`src/rtl/fault_rate_escalator_core_macros.svh`:
```
// Assertion helpers used by the RTL of the fault rate escalator core.
`ifndef FAULT_RATE_ESCALATOR_CORE_MACROS_SVH
`define FAULT_RATE_ESCALATOR_CORE_MACROS_SVH

// Same-cycle implication, checked on every rising edge outside reset.
`define FRE_ASSERT_NOW(label, ante, cons, msg) \
   label: assert property (@(posedge clock) disable iff (reset) (ante) |-> (cons)) \
      else $error(msg);

// Next-cycle implication, checked on every rising edge outside reset.
`define FRE_ASSERT_NEXT(label, ante, cons, msg) \
   label: assert property (@(posedge clock) disable iff (reset) (ante) |=> (cons)) \
      else $error(msg);

`endif

```
`src/rtl/fre_pkg.sv`:
```
`default_nettype none

package fre_pkg;

   // Fixed sizes of the block.
   localparam int FaultKinds = 10;
   localparam int KindBits   = 4;
   localparam int TimeBits   = 32;
   localparam int RecentBits = 16;
   localparam int TotalBits  = 32;
   localparam int WakeBits   = 16;
   localparam int RuleBits   = 16;

   // Request kinds.
   localparam logic REQ_TICK  = 1'b0;
   localparam logic REQ_RAISE = 1'b1;

   // Escalation actions.
   typedef enum logic [2:0] {
      ACT_IGNORE  = 3'd0,
      ACT_SOFT    = 3'd1,
      ACT_FEED    = 3'd2,
      ACT_HARD    = 3'd3,
      ACT_OBSERVE = 3'd4
   } action_type;

   // One rule of the fixed rule table.
   typedef struct packed {
      action_type          first;
      logic [RuleBits-1:0] window;
      logic [RuleBits-1:0] threshold;
      action_type          escalated;
   } rule_type;

   // Per-kind state word held in the state memory.
   typedef struct packed {
      logic [TimeBits-1:0]   window_start;
      logic [RecentBits-1:0] recent;
      logic [TotalBits-1:0]  total;
      action_type            last_action;
   } entry_type;

   // Rule table lookup; kinds without a rule read as an all-zero rule.
   function automatic rule_type rule_lookup(input logic [KindBits-1:0] kind);
      rule_type r;
      r = '{ACT_IGNORE, RuleBits'(0), RuleBits'(0), ACT_IGNORE};
      unique case (kind)
         4'd0:    r = '{ACT_SOFT,    RuleBits'(60),  RuleBits'(3),  ACT_HARD};
         4'd1:    r = '{ACT_SOFT,    RuleBits'(60),  RuleBits'(5),  ACT_HARD};
         4'd2:    r = '{ACT_FEED,    RuleBits'(300), RuleBits'(5),  ACT_HARD};
         4'd3:    r = '{ACT_FEED,    RuleBits'(300), RuleBits'(3),  ACT_HARD};
         4'd4:    r = '{ACT_IGNORE,  RuleBits'(60),  RuleBits'(20), ACT_FEED};
         4'd5:    r = '{ACT_FEED,    RuleBits'(600), RuleBits'(3),  ACT_OBSERVE};
         4'd6:    r = '{ACT_FEED,    RuleBits'(300), RuleBits'(10), ACT_HARD};
         4'd7:    r = '{ACT_FEED,    RuleBits'(60),  RuleBits'(3),  ACT_HARD};
         4'd8:    r = '{ACT_IGNORE,  RuleBits'(60),  RuleBits'(3),  ACT_OBSERVE};
         4'd9:    r = '{ACT_OBSERVE, RuleBits'(0),   RuleBits'(0),  ACT_OBSERVE};
         default: r = '{ACT_IGNORE,  RuleBits'(0),   RuleBits'(0),  ACT_IGNORE};
      endcase
      return r;
   endfunction

endpackage

`default_nettype wire

```
`src/rtl/fault_rate_escalator_core.sv`:
```
`default_nettype none

`include "fault_rate_escalator_core_macros.svh"

// Fault rate escalator. A tick beat advances the time counter and
// gives no response; a raise beat for a known fault kind gives one response
// beat carrying the chosen action, the window and lifetime counts, the sticky
// observe flag and the configured wake value. Raises of unknown kinds are
// dropped silently. The per-kind state sits in a ten-entry synchronous memory:
// the accepting edge issues the read, and the edge on which the update stage
// advances updates the entry, writes it back and loads the response register.
// The response beat is therefore offered from the response register once the
// update stage has advanced. One request is taken every cycle as long as the
// response side keeps up; a stalled response holds the update stage and so
// stalls the request side. A raise that follows a raise of the same kind picks
// up the freshly written entry from the write port. Reset clears the memory at
// once through per-entry valid bits, with no clearing pass.
module fault_rate_escalator_core
   import fre_pkg::*;
(
   input  wire logic                  clock,
   input  wire logic                  reset,
   // Request channel
   input  wire logic                  req_valid,
   output logic                       req_stall,
   input  wire logic                  req_type,
   input  wire logic [KindBits-1:0]   req_fault_id,
   // Response channel
   output logic                       rsp_valid,
   input  wire logic                  rsp_stall,
   output logic [KindBits-1:0]        rsp_fault_kind,
   output logic [2:0]                 rsp_action,
   output logic [RecentBits-1:0]      rsp_recent_count,
   output logic [TotalBits-1:0]       rsp_total_count,
   output logic                       rsp_observe_mode,
   output logic [WakeBits-1:0]        rsp_wake_frames,
   // Configuration
   input  wire logic                  csr_write_enable,
   input  wire logic [WakeBits-1:0]   csr_write_data
);

   // State memory and its valid bits.
   entry_type                 mem_ff [FaultKinds];
   logic [FaultKinds-1:0]     vld_ff;

   // Control registers.
   logic [TimeBits-1:0]       tick_time_ff;
   logic                      observe_ff;
   logic [WakeBits-1:0]       wake_ff;
   logic                      s1_vld_ff;
   logic                      rsp_vld_ff;

   // Update stage payload.
   logic [KindBits-1:0]       s1_kind_ff;
   logic [TimeBits-1:0]       s1_time_ff;
   entry_type                 rd_ff;
   logic                      rd_vld_ff;

   // Response payload.
   logic [KindBits-1:0]       rsp_kind_ff;
   action_type                rsp_act_ff;
   logic [RecentBits-1:0]     rsp_recent_ff;
   logic [TotalBits-1:0]      rsp_total_ff;
   logic                      rsp_obs_ff;
   logic [WakeBits-1:0]       rsp_wake_ff;

   // Combinational signals.
   logic                      req_accept;
   logic                      raise_in_range;
   logic                      s1_adv;
   entry_type                 cur_entry;
   entry_type                 new_entry;
   rule_type                  rule;
   logic [TimeBits-1:0]       elapsed;
   logic                      restart;
   logic [RecentBits-1:0]     recent_base;
   logic                      observe_in;

   // Handshake control: the update stage moves on whenever the response
   // register is free or is being emptied in this cycle.
   assign s1_adv         = s1_vld_ff && (!rsp_vld_ff || !rsp_stall);
   assign req_stall      = s1_vld_ff && !s1_adv;
   assign req_accept     = req_valid && !req_stall;
   assign raise_in_range = (req_type == REQ_RAISE) &&
                           (req_fault_id < KindBits'(FaultKinds));

   // Entry update: window restart, saturating counts and action choice.
   always_comb begin
      cur_entry   = rd_vld_ff ? rd_ff : '0;
      rule        = rule_lookup(s1_kind_ff);
      elapsed     = s1_time_ff - cur_entry.window_start;
      restart     = (rule.window != '0) && (elapsed > TimeBits'(rule.window));
      recent_base = restart ? '0 : cur_entry.recent;
      new_entry   = cur_entry;
      if (restart) begin
         new_entry.window_start = s1_time_ff;
      end
      new_entry.recent = (recent_base == '1) ? recent_base : recent_base + 1'b1;
      new_entry.total  = (cur_entry.total == '1) ? cur_entry.total
                                                 : cur_entry.total + 1'b1;
      if ((rule.threshold != '0) && (new_entry.recent >= rule.threshold)) begin
         new_entry.last_action = rule.escalated;
      end else begin
         new_entry.last_action = rule.first;
      end
      observe_in = observe_ff || (new_entry.last_action == ACT_OBSERVE);
   end

   // Control state.
   always_ff @(posedge clock) begin
      if (reset) begin
         tick_time_ff <= '0;
         observe_ff   <= 1'b0;
         wake_ff      <= '0;
         s1_vld_ff    <= 1'b0;
         rsp_vld_ff   <= 1'b0;
         vld_ff       <= '0;
      end else begin
         if (csr_write_enable) begin
            wake_ff <= csr_write_data;
         end
         if (req_accept && (req_type == REQ_TICK)) begin
            tick_time_ff <= tick_time_ff + 1'b1;
         end
         if (s1_adv) begin
            observe_ff           <= observe_in;
            vld_ff[s1_kind_ff]   <= 1'b1;
         end
         if (req_accept) begin
            s1_vld_ff <= raise_in_range;
         end else if (s1_adv) begin
            s1_vld_ff <= 1'b0;
         end
         if (s1_adv) begin
            rsp_vld_ff <= 1'b1;
         end else if (!rsp_stall) begin
            rsp_vld_ff <= 1'b0;
         end
      end
   end

   // State memory: write-back from the update stage, registered read on
   // acceptance with the write data forwarded when both hit the same entry.
   always_ff @(posedge clock) begin
      if (s1_adv) begin
         mem_ff[s1_kind_ff] <= new_entry;
      end
      if (req_accept && raise_in_range) begin
         s1_kind_ff <= req_fault_id;
         s1_time_ff <= tick_time_ff;
         if (s1_adv && (s1_kind_ff == req_fault_id)) begin
            rd_ff     <= new_entry;
            rd_vld_ff <= 1'b1;
         end else begin
            rd_ff     <= mem_ff[req_fault_id];
            rd_vld_ff <= vld_ff[req_fault_id];
         end
      end
   end

   // Response register.
   always_ff @(posedge clock) begin
      if (s1_adv) begin
         rsp_kind_ff   <= s1_kind_ff;
         rsp_act_ff    <= new_entry.last_action;
         rsp_recent_ff <= new_entry.recent;
         rsp_total_ff  <= new_entry.total;
         rsp_obs_ff    <= observe_in;
         rsp_wake_ff   <= wake_ff;
      end
   end

   assign rsp_valid        = rsp_vld_ff;
   assign rsp_fault_kind   = rsp_kind_ff;
   assign rsp_action       = 3'(rsp_act_ff);
   assign rsp_recent_count = rsp_recent_ff;
   assign rsp_total_count  = rsp_total_ff;
   assign rsp_observe_mode = rsp_obs_ff;
   assign rsp_wake_frames  = rsp_wake_ff;

   // Checks on the escalation logic.
   `FRE_ASSERT_NEXT(a_unknown_kind_dropped, req_accept && (req_type == REQ_RAISE) && (req_fault_id >= KindBits'(FaultKinds)), !s1_vld_ff, "raise of unknown kind entered the update stage")
   `FRE_ASSERT_NEXT(a_tick_advances_time, req_accept && (req_type == REQ_TICK), tick_time_ff == TimeBits'($past(tick_time_ff) + 1'b1), "tick beat did not advance time")
   `FRE_ASSERT_NEXT(a_observe_sticky, observe_ff, observe_ff, "observe flag cleared outside reset")
   `FRE_ASSERT_NOW(a_counts_consistent, rsp_vld_ff, (rsp_recent_ff != '0) && (TotalBits'(rsp_recent_ff) <= rsp_total_ff), "response counts are inconsistent")
   `FRE_ASSERT_NOW(a_observe_reported, rsp_vld_ff && (rsp_act_ff == ACT_OBSERVE), rsp_obs_ff, "observe action without observe flag")

endmodule

`default_nettype wire
```
`config.mk`:
```
export PLATFORM = sky130hd
export DESIGN_NAME = fault_rate_escalator_core
export DESIGN_NICKNAME = d
export VERILOG_FILES = /design/src/rtl/fre_pkg.sv /design/src/rtl/fault_rate_escalator_core.sv
export VERILOG_INCLUDE_DIRS = /design/src /design/src/rtl
export SDC_FILE = /design/constraint.sdc
export NUM_CORES = 1
export LEC_CHECK = 0
export BUFFER_PORTS_ARGS = -buffer_cell sky130_fd_sc_hd__clkbuf_2
export CELL_PAD_IN_SITES_DETAIL_PLACEMENT = 1
export CELL_PAD_IN_SITES_GLOBAL_PLACEMENT = 1
export CORE_ASPECT_RATIO = 0.6
export CORE_MARGIN = 8
export CORE_UTILIZATION = 54
export DETAILED_ROUTE_END_ITERATION = 10
export GPL_ROUTABILITY_DRIVEN = 0
export PLACE_DENSITY_LB_ADDON = 0.1
export SYNTH_ARGS = -nofsm -noshare
export SYNTH_HDL_FRONTEND = slang
export SYNTH_SLANG_ARGS = --single-unit
```
`constraint.sdc`:
```
create_clock -name clock -period 13.05 [get_ports clock]
set_clock_uncertainty 0.1 [all_clocks]
set_input_delay 1.305 -clock clock [delete_from_list [all_inputs] [get_ports clock]]
set_output_delay 1.305 -clock clock [all_outputs]
set_load 0.005 [all_outputs]
```
* Word-level counts from Yosys, hierarchy flattened *
Memories as Yosys holds them, arrays and structs flattened. A register that Yosys moved wholly into a read port is not among the register bits.
Index checks and enable logic that the tools add are counted.

word-level totals
  register bits after elaboration = 170
  memory bits (writable) = 830
  ROM bits = 288
  input bits = 26
  output and inout bits = 74
  memories = 2

memories
  name             words  width  read ports  clocked after Yosys merged registers in  wr ports  RTL line                         text
  mem_ff           10     83     1           1                                        1         fault_rate_escalator_core.sv:43  entry_type mem_ff [FaultKinds];
  (no name shown)  16     18     1           1                                        0         fre_pkg.sv:47                    unique case (kind)

operators by class
  add/sub/neg operators = 4
  $lt $le $gt $ge = 6
  equal/unequal tests = 5
  mux-type cells = 17
  bitwise operators = 2
  reduce and logical (&&, ||, !) cells = 19

operators with widths
  kind                                                                                 count
  83-bit two-way mux                                                                   1
  32-bit by 1-bit adder with 32-bit output, second input constant                      2
  32-bit two-way mux                                                                   2
  32-bit == test, second input constant                                                1
  32-bit by 16-bit greater-than comparator with 1-bit output                           1
  16-bit two-way mux                                                                   2
  16-bit nonzero test                                                                  2
  32-bit subtractor                                                                    1
  16-bit by 1-bit adder with 16-bit output, second input constant                      1
  16-bit == test, second input constant                                                1
  16-bit greater-or-equal comparator                                                   1
  1-bit logical AND                                                                    10
  4-bit by 5-bit less-than comparator with 1-bit output, second input constant         2
  10-bit bitwise OR                                                                    1
  1-bit two-way mux                                                                    8
  1-bit binary-select mux with 4-bit select                                            1
  1-bit demux with 4-bit select                                                        1
  4-bit == test                                                                        1
  4-bit by 1-bit greater-or-equal comparator with 1-bit output, second input constant  1
  1-bit logical NOT                                                                    4
  4-bit less-than comparator, second input constant                                    1
  4-bit two-way mux                                                                    1
  3-bit == test, second input constant                                                 1
  3-bit two-way mux                                                                    1
  other kinds (4)                                                                      5

* Logic depth before layout (Yosys ltp) *
  depth in word-level cells = 12
  mapped depth = 41
  gate-level depth less buffers = 35

* Least setup slack after synthesis *
OpenSTA, ideal clock, no wires.

  kind = input port to flip-flop
  start = input port rsp_stall
  end = memory mem_ff[4][10] (netlist name) (enable)
  setup time = 0.618 ns
  data arrival time = 8.803 ns
  data required time = 12.332 ns
  path slack = 3.529 ns
  stages = 5
  path buffers = 0
  cells stage by stage = nand2_1 -> nand2_1 -> inv_1 -> nand3b_1 -> nor3_1

on the way
  cells in the longest elaborated chain, start to end = 5

ends and longest elaborated chain
  what                                     RTL line                          text
  from (decl)                              fault_rate_escalator_core.sv:30   input wire logic rsp_stall,
  1-bit logical NOT                        n/a
  1-bit logical OR                         fault_rate_escalator_core.sv:81   assign s1_adv = s1_vld_ff && (!rsp_vld_ff || !rsp_stall);
  1-bit logical AND                        fault_rate_escalator_core.sv:81
  named net s1_adv                         fault_rate_escalator_core.sv:70   logic s1_adv;
  1-bit two-way mux                        fault_rate_escalator_core.sv:145  if (s1_adv) begin
  1-bit two-way mux (implied by the code)  fault_rate_escalator_core.sv:146  mem_ff[s1_kind_ff] <= new_entry;
  to (decl)                                fault_rate_escalator_core.sv:43

The timed path passes the listed nets, and every way through them passes these cells.

==> metrics.txt <==
leakage power=16.65 nW; Rows=81; reg-to-reg startpoint=rd_vld_ff$_SDFFCE_PP1P_; CTS tree=built; most common flop cell mapped by yosys=edfxtp_1; largest net degree at the start of global routing=102; Worst Path Arrival=10810 ps; vias per inst=6.202; final net count=2910; Synth Net Count=2808; DR iter-0 viols=2244; final hold viol count=0; first-pass detailed-route iteration total=6; CTS clock-pin slew for the worst setup and hold paths=70 ps; Reg area=31240 um2; first-pass GRT wire length=168300 um; CTS Root Cell=clkbuf_16; final setup TNS=0 ps; Die Height=238.3 um; die area=92120 um2; RSZ-0062 raised after global routing=no; R2R Setup Slk=2580 ps; Critical Path Sink=rsp_action[0]$_DFFE_PP_; worst hold path class=reg2reg; Least-Margin Pin Slew=1387 ps; fin crit share=80.22%; Final Max Slew Viols=0; met1 Resource Use GR=35.33%; Post-CTS Setup Inserts=0; Mean Syn Cell Area=16.31 um2; Slowest-stage cell, CP=nor3_1; Power Density=143.8 nW/um2; Die Span X=386.5 um; footprint of the multi-input gates=12460 um2; total track usage=23.94%; GR peak layer=met2; Yosys cell types=73; register area share after synthesis=70.22%; total gr overflow=0; outcome=complete, no violations; Initial Utilization=54.60%; Critical path origin=rd_vld_ff$_SDFFCE_PP1P_; synthesis-to-layout area growth=11.09%; initial antenna violation count=1; H-tree levels=3; Vias=24750; Port Buffers=99; Antenna Nets Post-Route=0; global routing usage on met3=4.537%; Num CTS Buffers=97; WHS=333.7 ps; Core Area=81480 um2; vias in the first global route=26440; Sink Count=1066; CP max stage delay=1030 ps; Post-synth ARST share=0%; reg-to-reg endpoint=rsp_action[0]$_DFFE_PP_; Max clock buf depth=3; Mapped Cells=2728; Startpoint Class=flip-flop; Ys Warns=0; EDFF count, synth=989; fraction of layout instances using a drive strength above 1=19.23%; met2 usage=37.21%; post-synthesis register bit count=1066; CP max FO=28; Worst EP required=13390 ps; worst setup path class=reg2reg; R2R cell count=32; max_slew headroom=6.569%; latest clock arrival within the worst-skew pair=700 ps; Setup crit end kind=flip-flop; DRT Wirelength=111400 um; routed len/inst=27.92 um; I/O pins=100; post-layout util=60.65%; post-CTS resize count=0; max-cap violations=0; Post-CTS Hold Buffers=0; fmax=95.52 MHz; Synth Cell Area=44490 um2; Antenna Cells=0; HPWL after DPL=65480 um; Layout fillers=7280; fin crit period=10470 ps; DRC violations left=0; maximum vdd drop=0.0001293 V; Setup violations, final=0
## state kept, by name, summed over array words and instances (netlist names)
| signal | cells |
|---|---|
| rsp_wake_frames | 16 |
| mem_ff | 800 |
| s1_time_ff | 32 |
| rd_vld_ff | 1 |
| rsp_valid | 1 |
| wake_ff | 16 |
| rsp_total_count | 32 |
| s1_vld_ff | 1 |
| rsp_fault_kind | 4 |
| rsp_action | 3 |
| rsp_recent_count | 16 |
| tick_time_ff | 32 |
| rd_ff | 80 |
| rule | 16 |
| s1_kind_ff | 4 |
| rsp_observe_mode | 1 |
| vld_ff | 10 |
| observe_ff | 1 |
## layout make-up
cell class	instances	area share, %
Tap cell	1079	2.732
Multi-Input combinational cell	1452	25.22
Clock inverter	62	1.296
Timing Repair Buffer	139	1.694
Clock buffer	119	5.269
Inverter	74	0.5722
Sequential cell	1066	63.22
## layer usage
metal	routed length [um]	vias up
met5	0	-
met4	2204	0
met3	7249	151
met2	50650	779
met1	51320	13010
li1	-	10820
## stage by stage
step           area (um2)  worst slack (ps)  instances  power [mW]
2_1_floorplan       44490              3529       2728       4.119
3_3_place_gp        46170              3492       3810       4.225
3_5_place_dp        46170              2790       3810       4.243
4_1_cts             49420              2795       3991       7.158
5_1_grt             49420              2059       3991       7.299
6_report            49420              2581       3991       7.104
## worst min-delay path by stage
stage                             start  cells past startpoint                       endpoint
5_1_grt        wake_ff[15]$_SDFFE_PP0P_                      0  rsp_wake_frames[15]$_DFFE_PP_
3_3_place_gp   wake_ff[14]$_SDFFE_PP0P_                      0  rsp_wake_frames[14]$_DFFE_PP_
6_report       wake_ff[15]$_SDFFE_PP0P_                      0  rsp_wake_frames[15]$_DFFE_PP_
2_1_floorplan   wake_ff[0]$_SDFFE_PP0P_                      0   rsp_wake_frames[0]$_DFFE_PP_
3_5_place_dp   wake_ff[12]$_SDFFE_PP0P_                      0  rsp_wake_frames[12]$_DFFE_PP_
4_1_cts         wake_ff[8]$_SDFFE_PP0P_                      0   rsp_wake_frames[8]$_DFFE_PP_
## power breakdown
group	internal [mW]	leakage, nW	total [mW]	switching [mW]
Clock	1.65	1.57	2.93	1.29
Sequential	3.76	9.69	3.78	0.0244
Combinational	0.146	5.38	0.388	0.242
Total	5.55	16.6	7.10	1.55
## synthesized netlist by cell type, types with 5 or more instances
master / count / area, um2
nor2b_1: 77 / 481.7
o211ai_1: 7 / 52.55
inv_1: 74 / 277.8
and4_1: 9 / 78.83
nor4_1: 5 / 31.28
buf_1: 22 / 82.58
edfxtp_1: 989 / 29700
o21bai_1: 5 / 37.54
xor2_1: 45 / 394.1
or3_1: 13 / 81.33
mux2i_1: 131 / 1311
a21oi_1: 122 / 610.6
mux2_2: 86 / 968.4
a21oi_2: 5 / 43.79
o22ai_1: 18 / 112.6
nand4_1: 35 / 219.0
nor2_1: 130 / 488.0
xnor2_1: 39 / 341.6
clkbuf_1: 97 / 364.1
buf_2: 8 / 40.04
and2_1: 18 / 112.6
dfxtp_1: 77 / 1541
a211oi_1: 63 / 473.0
nand3_1: 35 / 175.2
or4_1: 5 / 37.54
mux4_2: 157 / 3536
ha_1: 53 / 663.1
o21ai_1: 6 / 30.03
and3_1: 21 / 131.4
buf_6: 5 / 56.30
o21ai_0: 61 / 305.3
a21o_1: 12 / 90.09
nand2b_1: 19 / 118.9
o31ai_1: 12 / 90.09
nand2_1: 172 / 645.6
nor3_1: 22 / 110.1
o21a_1: 14 / 105.1
## kinds of logic after synthesis
family	synth area share, %
flip-flops	70.22
AND/OR/NAND/NOR	6.466
adder cells (fa/ha/maj)	1.536
buffers and inverters	1.941
multiplexers	13.07
AO/OA/AOI/OAI	5.108
XOR/XNOR	1.654
## layout by cell type, fill, tap and decap left out, types with 53 or more instances in the layout
cell type and instances:
a211oi_1 63, clkbuf_16 100, clkbuf_2 95, inv_1 72
mux4_2 157, ha_1 53, a21oi_1 122, mux2i_1 131
dfxtp_1 77, nand2_1 172, o21ai_0 61, nor2b_1 77
edfxtp_1 989, nor2_1 123, mux2_2 86
## worst max-delay path: cells and delay by family, from the launching register on
family	cells	cell delay, ps
muxes	1	360
and+or+nand+nor	14	4060
buffers and inverters	1	450
adders and majority gates	4	1390
DFF	1	750
AOI/OAI and AO/OA	11	2880
xor gates and xnor gates	1	190
Note: power is estimated with default switching activity, not from simulation.
